`config.mk`:
```
export PLATFORM = sky130hd
export DESIGN_NAME = chsm_stretch
export DESIGN_NICKNAME = d
export VERILOG_FILES = /design/src/design/color_histogram_spatial_moments_top_macros.svh /design/src/design/chsm_pkg.sv /design/src/design/chsm_stretch.sv
export SDC_FILE = /design/constraint.sdc
export NUM_CORES = 1
export LEC_CHECK = 0
export BUFFER_PORTS_ARGS = -buffer_cell sky130_fd_sc_hd__buf_2
export CAP_MARGIN = 5
export CORE_UTILIZATION = 55
export CTS_CLUSTER_SIZE = 20
export DETAILED_ROUTE_END_ITERATION = 8
export PLACE_DENSITY = 0.73
export SLEW_MARGIN = 15
export SYNTH_ARGS = -nofsm -noshare
export SYNTH_HDL_FRONTEND = slang
export SYNTH_SLANG_ARGS = --single-unit
```
`constraint.sdc`:
```
create_clock -name i_clk -period 4.8 [get_ports i_clk]
set_input_delay 0.72 -clock i_clk [delete_from_list [all_inputs] [get_ports i_clk]]
set_output_delay 0.72 -clock i_clk [all_outputs]
set_load 0.005 [all_outputs]
```
`src/design/color_histogram_spatial_moments_top_macros.svh`:
```
// Assertion macros for the color histogram block.
// Used by files that assert; expects i_clk and i_rst_n in scope.
`ifndef COLOR_HISTOGRAM_SPATIAL_MOMENTS_TOP_MACROS_SVH
`define COLOR_HISTOGRAM_SPATIAL_MOMENTS_TOP_MACROS_SVH

// same-cycle implication
`define CHSM_ASSERT_IMP(label, ante, cons, msg) \
    label: assert property (@(posedge i_clk) disable iff (!i_rst_n) (ante) |-> (cons)) \
        else $error(msg);

// next-cycle implication
`define CHSM_ASSERT_NXT(label, ante, cons, msg) \
    label: assert property (@(posedge i_clk) disable iff (!i_rst_n) (ante) |=> (cons)) \
        else $error(msg);

`endif

```
`src/design/chsm_pkg.sv`:
```
// Shared types, widths and codes of the color histogram block.
// No dependencies.
`default_nettype none

package chsm_pkg;

    localparam int BPC_DEF        = 8;
    localparam int MAX_WIDTH_DEF  = 2048;
    localparam int MAX_HEIGHT_DEF = 2048;

    localparam int CH_W   = 8;
    localparam int POS_W  = 11;
    localparam int SEL_W  = 9;
    localparam int FUNC_W = 2;
    localparam int CNT_W  = 23;
    localparam int SX_W   = 32;
    localparam int SX2_W  = 43;
    localparam int CFG_AW = 3;

    // function codes; any other code acts as a read
    localparam logic [FUNC_W-1:0] FUNC_ACC   = 2'd0;
    localparam logic [FUNC_W-1:0] FUNC_CLEAR = 2'd2;

    // configuration register indexes
    localparam logic [CFG_AW-1:0] REG_L_MIN = 3'd0;
    localparam logic [CFG_AW-1:0] REG_L_MAX = 3'd1;
    localparam logic [CFG_AW-1:0] REG_A_MIN = 3'd2;
    localparam logic [CFG_AW-1:0] REG_A_MAX = 3'd3;
    localparam logic [CFG_AW-1:0] REG_B_MIN = 3'd4;
    localparam logic [CFG_AW-1:0] REG_B_MAX = 3'd5;

    typedef struct packed {
        logic [CH_W-1:0] lo;
        logic [CH_W-1:0] hi;
    } t_chan_cfg;

    typedef struct packed {
        logic busy;
        logic done;
    } t_str_stat;

    typedef struct packed {
        logic [CNT_W-1:0] cnt;
        logic [SX_W-1:0]  sx;
        logic [SX_W-1:0]  sy;
        logic [SX2_W-1:0] sx2;
        logic [SX2_W-1:0] sy2;
    } t_entry;

    typedef enum logic [2:0] {
        SP_IDLE,
        SP_MUL,
        SP_PREP,
        SP_DIV,
        SP_FIN
    } t_str_phase;

    typedef enum logic [2:0] {
        S_CLEAR,
        S_IDLE,
        S_STRETCH,
        S_ADDR,
        S_UPD,
        S_WRITE
    } t_state;

endpackage

`default_nettype wire

```
`src/design/chsm_stretch.sv`:
```
// Contrast stretch and channel binning for the three Lab channels.
// Shared-step restoring divider per lane; depends on chsm_pkg.
`default_nettype none

module chsm_stretch #(
    parameter int BPC = chsm_pkg::BPC_DEF,
    localparam int BW = $clog2(BPC)
) (
    input  logic                             i_clk,
    input  logic                             i_rst_n,
    input  logic                             i_start,
    input  logic [2:0][chsm_pkg::CH_W-1:0]   i_val,
    input  chsm_pkg::t_chan_cfg [2:0]        i_cfg,
    output chsm_pkg::t_str_stat              o_stat,
    output logic [2:0][BW-1:0]               o_bin
);
    import chsm_pkg::*;

    localparam int N_W  = 2 * CH_W;
    localparam int CW   = $clog2(CH_W);
    localparam int PW   = CH_W + $clog2(BPC + 1);

    t_str_phase r_phase, n_phase;
    logic [CW-1:0] r_cnt;
    logic          r_done;

    logic [CH_W-1:0] r_rng [3];
    logic [CH_W-1:0] r_d   [3];
    logic [N_W-1:0]  r_n   [3];
    logic            r_use [3];
    logic [CH_W-1:0] r_rem [3];
    logic [CH_W-1:0] r_low [3];
    logic [CH_W-1:0] r_quo [3];
    logic [BW-1:0]   r_bin [3];

    logic [CH_W-1:0] rng_c [3];
    logic [CH_W-1:0] d_c   [3];
    logic [N_W-1:0]  dvd_c [3];
    logic [CH_W:0]   t_c   [3];
    logic            ge_c  [3];
    logic [CH_W:0]   s9_c  [3];
    logic [CH_W-1:0] s_c   [3];
    logic [PW-1:0]   prod_c [3];

    always_comb begin
        for (int k = 0; k < 3; k++) begin
            rng_c[k] = (i_cfg[k].hi >= i_cfg[k].lo) ? i_cfg[k].hi - i_cfg[k].lo : '0;
            d_c[k]   = (i_val[k] > i_cfg[k].lo) ? i_val[k] - i_cfg[k].lo : '0;
            if (d_c[k] > rng_c[k]) begin
                d_c[k] = rng_c[k];
            end
            dvd_c[k] = r_n[k] - N_W'(1);
            t_c[k]   = {r_rem[k], r_low[k][CH_W-1]};
            ge_c[k]  = t_c[k] >= {1'b0, r_rng[k]};
            s9_c[k]  = r_use[k] ? {1'b0, r_d[k]} + {1'b0, r_quo[k]} : {1'b0, r_d[k]};
            s_c[k]   = s9_c[k][CH_W] ? '1 : s9_c[k][CH_W-1:0];
            prod_c[k] = PW'(s_c[k]) * PW'(BPC);
        end
    end

    always_comb begin
        n_phase = r_phase;
        case (r_phase)
            SP_IDLE: begin
                if (i_start) n_phase = SP_MUL;
            end
            SP_MUL:  n_phase = SP_PREP;
            SP_PREP: n_phase = SP_DIV;
            SP_DIV: begin
                if (r_cnt == CW'(CH_W - 1)) n_phase = SP_FIN;
            end
            SP_FIN:  n_phase = SP_IDLE;
            default: n_phase = SP_IDLE;
        endcase
    end

    always_comb begin
        o_stat.busy = (r_phase != SP_IDLE);
        o_stat.done = r_done;
        for (int k = 0; k < 3; k++) begin
            o_bin[k] = r_bin[k];
        end
    end

    always_ff @(posedge i_clk) begin
        if (!i_rst_n) begin
            r_phase <= SP_IDLE;
            r_cnt   <= '0;
            r_done  <= 1'b0;
        end else begin
            r_phase <= n_phase;
            r_done  <= (r_phase == SP_FIN);
            r_cnt   <= (r_phase == SP_DIV) ? r_cnt + CW'(1) : '0;
        end
    end

    always_ff @(posedge i_clk) begin
        for (int k = 0; k < 3; k++) begin
            case (r_phase)
                SP_IDLE: begin
                    if (i_start) begin
                        r_rng[k] <= rng_c[k];
                        r_d[k]   <= d_c[k];
                    end
                end
                SP_MUL: begin
                    r_n[k] <= N_W'(r_d[k]) * N_W'(8'd255 - r_rng[k]);
                end
                SP_PREP: begin
                    // quotient fits in 8 bits since N - 1 < 256 * r
                    r_use[k] <= (r_n[k] != '0) && (r_rng[k] != '0);
                    r_rem[k] <= dvd_c[k][N_W-1:CH_W];
                    r_low[k] <= dvd_c[k][CH_W-1:0];
                    r_quo[k] <= '0;
                end
                SP_DIV: begin
                    r_low[k] <= {r_low[k][CH_W-2:0], 1'b0};
                    r_quo[k] <= {r_quo[k][CH_W-2:0], ge_c[k]};
                    r_rem[k] <= ge_c[k] ? CH_W'(t_c[k] - {1'b0, r_rng[k]}) : t_c[k][CH_W-1:0];
                end
                SP_FIN: begin
                    r_bin[k] <= prod_c[k][CH_W +: BW];
                end
                default: begin
                end
            endcase
        end
    end

endmodule

`default_nettype wire

```
==> results of run 1 <==
[registers in the layout, summed over array words and instances (netlist names)]
register and flops:
r_bin 9, r_phase 3, r_n 48, r_rng 24
r_use 3, r_cnt 3, r_quo 24, r_low 24
r_rem 24, r_done 1, r_d 24
[layer usage]
layer / vias to the layer above / share of wire
met1: 6864 / 0.46
met4: 2 / 0.013
met5: - / 0.00035
li1: 6910 / -
met3: 55 / 0.034
met2: 277 / 0.49
[cell usage in the layout (no fill, tap or decap), types with 78 or more instances in the layout]
| cell type | count |
|---|---|
| o21ai_0 | 78 |
| nand2_1 | 129 |
| edfxtp_1 | 179 |
| buf_2 | 85 |
| nor2b_1 | 157 |
| fa_1 | 120 |
| ha_1 | 236 |
| a21oi_1 | 103 |
| nor2_1 | 119 |
| inv_1 | 296 |
[area by class of cell]
| type | count | share of cell area |
|---|---|---|
| clock inverters | 10 | 0.006607 |
| inverters | 298 | 0.05475 |
| well taps | 448 | 0.02741 |
| clock buffers | 22 | 0.02221 |
| flip-flops and latches | 187 | 0.2706 |
| multi-input cells | 1440 | 0.5903 |
| repair buffers | 105 | 0.02814 |
[worst min-delay path by stage]
stage / from / to / slack (ps)
5_1_grt: r_cnt[0] / r_cnt[0] / 440
3_3_place_gp: r_cnt[0] / r_cnt[0] / 410
6_report: r_cnt[0] / r_cnt[0] / 420
3_5_place_dp: r_cnt[0] / r_cnt[0] / 420
4_1_cts: r_cnt[0] / r_cnt[0] / 430
2_1_floorplan: r_cnt[0] / r_cnt[0] / 400
[worst register-to-register path, stage by stage, from the launching register on]
cell,delay (ps)
edfxtp_1,530
nand2b_1,220
fa_1,490
inv_1,50
fa_1,450
ha_1,300
inv_1,50
fa_1,530
inv_1,70
fa_1,460
a21o_1,190
a211oi_1,320
o21ai_0,170
a31o_2,270
a21oi_1,170
xnor2_1,70
[logic make-up after synthesis]
logic type	share of synthesized area
flops	0.2949
simple gates	0.1636
buf+inv	0.06345
xor+xnor	0.04806
mux	0.02699
compound gates	0.1177
fa+ha+maj	0.2853
[power by group through the flow]
stage          logic [W]  registers (W)  clock network, W
2_1_floorplan    0.00486        0.00272                 0
3_3_place_gp     0.00593        0.00281                 0
3_5_place_dp     0.00615        0.00283                 0
4_1_cts          0.00621        0.00280           0.00148
5_1_grt          0.00708        0.00284           0.00154
6_report         0.00620        0.00280           0.00145
[stage by stage]
stage               std cells    util  worst slack, ps
CTS                      2510  0.6097            185.4
detailed placement       2478  0.5922            206.3
global route             2510  0.6100           0.8393
floorplan                1943       -            496.7
global placement         2478  0.5922            245.5
finish                   2510  0.6100            211.9
[repair_timing]
action                                  4_1_cts  5_1_grt
resized for setup                             0        2
endpoints found under the setup margin        0        2
setup buffers                                 0        0
==> impl_metrics.py, run 1 <==
metrics = {
    "status": {
        "run_status": "completed",
    },
    "cells_and_area": {
        "multiInputGateArea_sq_um": 12070,
        "nets": 2480,
        "drive_above_1_share": 0.08535,
        "area.growth.synth_to_final_pct": 8.958,
        "fillerInstances": 2840,
        "insertedDiodeCount": 0,
        "stdcell_area_sq_um": 20450,
        "seqCellArea_sq_um": 5535,
    },
    "synthesis": {
        "yosys.area.top_type": "edfxtp_1",
        "synth_cells": 1943,
        "ys_top_cells_by_area": "edfxtp_1 (29%), ha_1 (16%), fa_1 (13%), inv_1 (6.0%), nor2b_1 (5.2%)",
        "ys_ff_latch": 187,
        "synth-edff-count": 179,
        "yosys_warnings": 0,
        "synth_flop_cell": "edfxtp_1",
        "seq_area_frac_synth": 0.2949,
        "avgSynthCellArea_sq_um": 9.661,
        "yosysTopAreaCellShare": 0.2863,
        "ys_async_sr_fraction": 0,
        "yosys-top-cells-count": "inv_1 (298), ha_1 (236), edfxtp_1 (179)",
        "ys_types": 71,
        "synth_area_sq_um": 18770,
        "yosysMostFrequentCell": "inv_1",
        "synth_nets": 2374,
    },
    "sta": {
        "setup_tns_ps": 0,
        "whs_ps": 424.4,
        "drv_slew": 0,
        "period_needed_ps": 4588,
        "final-setup-viol-count": 0,
        "rsz0062_at_grt": "false",
        "tightest_slew_ps": 887.2,
        "fin_crit_sh": 0.9559,
        "max_freq_mhz": 218.0,
        "hold_viol_final": 0,
        "finClkSkew_ps": 10.69,
        "slew_headroom": 0.4071,
    },
    "grt": {
        "antenna_found_initial": 1,
        "grt_pass1_wl_um": 67760,
        "grt_util_met3": 0.02915,
        "gr-total-overflow": 0,
        "grt_max_degree": 49,
        "grt_util_met2": 0.4182,
        "grt-busiest-layer": "met2",
        "grtUsageMet1": 0.3110,
        "grt_use_total": 0.2381,
        "grt_pass1_vias": 14200,
    },
    "placement": {
        "port_buffers": 85,
        "place_congestion": 0.8891,
        "hpwlAfterDp_um": 32410,
        "place_area_sq_um": 19860,
    },
    "die": {
        "die_area_sq_um": 34870,
        "coreArea_sq_um": 33530,
        "top_level_ports": 86,
        "die_w_um": 186.7,
        "initial_utilization": 0.5598,
        "num_rows": 67,
        "die_h_um": 186.7,
    },
    "critical_path": {
        "r2r_start": "r_rng[0][8]",
        "cp_num_buf_inv": 3,
        "endpoint": "r_n[0][30]",
        "cp.required_ps": 5000,
        "worst-path-stages": 15,
        "r2r-end": "r_n[0][30]",
        "crit_fanout": 10,
        "path_delay_family": "adder cells",
        "path_class": "flip-flop to flip-flop",
        "worstRegToRegCells": 15,
        "cp_data_arrival_time_ps": 4790,
        "path_cells": "nand2b_1 > fa_1 > inv_1 > fa_1 > ha_1 > inv_1 > fa_1 > inv_1 > fa_1 > a21o_1 > a211oi_1 > o21ai_0 > a31o_2 > a21oi_1 > xnor2_1",
        "worstSetupStartpointType": "flip-flop",
        "end_kind": "flip-flop",
        "cpMaxStageDelayCell": "edfxtp_1",
        "cpMostUsedCell": "fa_1",
        "critPathMaxStageDelay_ps": 530,
        "reg2reg_slack_ps": 210,
        "crit_start": "r_rng[0][8]",
    },
    "clock_network": {
        "clk-insertion-delay-late_ps": 450,
        "hold_buffers": 0,
        "cts.htree.levels": 4,
        "cts_sinks": 187,
        "cts_inserted_buffers": 17,
        "cts_max_path_buffers": 2,
        "cts-root-buf": "clkbuf_16",
        "path_clk_slew_ps": 70,
        "cts_tree": "done",
    },
    "power_and_ir_drop": {
        "p_clk_frac": 0.139,
        "combPwrFrac": 0.593,
        "p_per_area_nw_per_um2": 511.1,
        "seqPwrFrac": 0.268,
        "p_int_w": 0.006019,
        "power_leakage_nw": 9.627,
        "power_w": 0.01045,
        "p_sw_w": 0.004434,
        "switching_share": 0.4242,
        "peakVddDrop_v": 0.0008275,
    },
    "detailed_routing": {
        "totalWireLength_um": 40380,
        "via_per_inst": 5.621,
        "ant_nets": 0,
        "firstDrtPassIters": 8,
        "wl_per_cell_um": 16.09,
        "vias": 14110,
        "drtIter0Drc": 841,
        "route.detailed.drc": 0,
    },
    "hold_path": {
        "hp-class": "flip-flop to flip-flop",
        "holdPathStages": 1,
    },
    "run": {
        "maxCapViolCount": 0,
    },
}
No activity file was read; power rests on OpenSTA's default activity.
==> inputs of run 2 (changes only) <==
--- a/constraint.sdc
+++ b/constraint.sdc
@@ -3,2 +3,2 @@
 set_output_delay 0.72 -clock i_clk [all_outputs]
-set_load 0.005 [all_outputs]
+set_load 0.1 [all_outputs]
==> impl_metrics.py, run 2 (synthesized netlist as in run 1, its figures left out) <==
metrics = {
    "placement": {
        "post-place-ws_ps": 153.0,
        "place_area_sq_um": 19860,
        "port_buffers": 85,
        "place_congestion": 0.8804,
        "hpwlAfterDp_um": 32220,
    },
    "clock_network": {
        "cts.htree.levels": 4,
        "cts_tree": "done",
        "cts_max_path_buffers": 2,
        "cts_sinks": 187,
        "cts_inserted_buffers": 17,
        "cts-root-buf": "clkbuf_16",
        "path_clk_slew_ps": 80,
        "clk-insertion-delay-late_ps": 450,
        "hold_buffers": 0,
    },
    "cells_and_area": {
        "stdcell_area_sq_um": 20490,
        "area.growth.synth_to_final_pct": 9.178,
        "fillerInstances": 2830,
        "largest_reg_flops": 48,
        "drive_above_1_share": 0.08809,
        "regMostFlops": "r_n",
        "insertedDiodeCount": 0,
        "final_cell_mix": "inv_1 (296), ha_1 (236), edfxtp_1 (179)",
        "nets": 2484,
        "final_common_cell": "inv_1",
    },
    "die": {
        "coreArea_sq_um": 33530,
        "initial_utilization": 0.5598,
        "num_rows": 67,
        "top_level_ports": 86,
        "die_w_um": 186.7,
        "die_h_um": 186.7,
        "die_area_sq_um": 34870,
    },
    "critical_path": {
        "cp_num_buf_inv": 3,
        "reg2reg_slack_ps": 220,
        "critPathMaxStageDelay_ps": 540,
        "path_class": "flip-flop to flip-flop",
        "cp.required_ps": 5010,
        "path_cells": "nand2b_1 > fa_1 > inv_1 > fa_1 > ha_1 > inv_1 > fa_1 > inv_1 > fa_1 > a21o_1 > a211oi_1 > o21ai_0 > a31o_2 > a21oi_1 > xnor2_1",
        "worstSetupStartpointType": "flip-flop",
        "r2r_start": "r_rng[0][8]",
        "path_delay_family": "adder cells",
        "cpMaxStageDelayCell": "edfxtp_1",
        "r2r-end": "r_n[0][30]",
        "cpMostUsedCell": "fa_1",
        "worstRegToRegCells": 15,
        "crit_fanout": 10,
        "cp_data_arrival_time_ps": 4780,
        "end_kind": "flip-flop",
    },
    "detailed_routing": {
        "drtIter0Drc": 875,
        "ant_nets": 0,
        "vias": 13920,
        "route.detailed.drc": 0,
        "wl_per_cell_um": 15.92,
        "firstDrtPassIters": 5,
        "totalWireLength_um": 40010,
        "via_per_inst": 5.537,
    },
    "sta": {
        "tightest_slew_ps": 1107,
        "setup_tns_ps": 0,
        "whs_ps": 428.8,
        "drv_slew": 0,
        "rsz0062_at_grt": "false",
        "fin_crit_sh": 0.9533,
        "final-setup-viol-count": 0,
        "finClkSkew_ps": 14.15,
        "worst_slack_ps": 224.0,
        "slew_headroom": 0.2622,
        "period_needed_ps": 4576,
        "max_freq_mhz": 218.5,
        "hold_viol_final": 0,
    },
    "grt": {
        "grt_pass1_vias": 14240,
        "grt_pass1_wl_um": 68100,
        "antenna_found_initial": 1,
        "grt_max_degree": 93,
        "grt_use_total": 0.2389,
        "gr-total-overflow": 0,
    },
    "hold_path": {
        "hold_start": "r_cnt[0]",
        "holdPathStages": 1,
        "min_to": "r_cnt[0]",
        "hp-class": "flip-flop to flip-flop",
    },
    "status": {
        "run_status": "completed",
    },
    "run": {
        "maxCapViolCount": 0,
    },
    "power_and_ir_drop": {
        "p_per_area_nw_per_um2": 511.2,
        "peakVddDrop_v": 0.0006955,
        "power_w": 0.01048,
        "power_leakage_nw": 9.653,
    },
}
==> run 2: worst max path at each step <==
stage / cells after the start / endpoint / start / slack [ps]
6_report: 15 / r_n[0][30] / r_rng[0][8] / 220
3_3_place_gp: 16 / r_n[0][30] / r_rng[0][10] / 270
4_1_cts: 16 / r_n[0][30] / r_rng[0][10] / 130
5_1_grt: 16 / r_n[0][30] / r_rng[0][8] / 20
3_5_place_dp: 16 / r_n[0][30] / r_rng[0][10] / 150
2_1_floorplan: 16 / r_n[0][30] / r_rng[0][9] / 500
==> run 2: area by class of cell <==
| cell class | count | area, sq um | area share |
|---|---|---|---|
| well taps | 448 | 560.5 | 0.02735 |
| clock inverters | 13 | 167.7 | 0.008181 |
| clock buffers | 19 | 432.9 | 0.02112 |
| repair buffers | 109 | 605.6 | 0.02955 |
| multi-input cells | 1440 | 12070 | 0.5891 |
| flip-flops and latches | 187 | 5535 | 0.2701 |
| inverters | 298 | 1120 | 0.05464 |
==> run 2: per-layer routing <==
metal | track usage | vias up | share of wire
met1 | 0.3178 | 6701 | 0.46
li1 | - | 6906 | -
met3 | 0.03404 | 41 | 0.036
met5 | 0 | - | 0
met2 | 0.4129 | 271 | 0.49
met4 | 0.05296 | 0 | 0.014
==> run 2: through the flow <==
step / util / cells
2_1_floorplan: - / 1943
3_3_place_gp: 0.5924 / 2479
3_5_place_dp: 0.5924 / 2479
4_1_cts: 0.6103 / 2511
5_1_grt: 0.6112 / 2514
6_report: 0.6112 / 2514
==> run 2: what timing repair did <==
item | CTS | global route
endpoints found under the hold margin | 0 | 0
buffers inserted | 0 | 3
endpoints found under the setup margin | 0 | 2
resized for setup | 0 | 3
==> run 2: power breakdown <==
group | switching, W | internal, W
logic | 0.00343 | 0.00276
registers | 0.000337 | 0.00246
clock network | 0.000656 | 0.000827
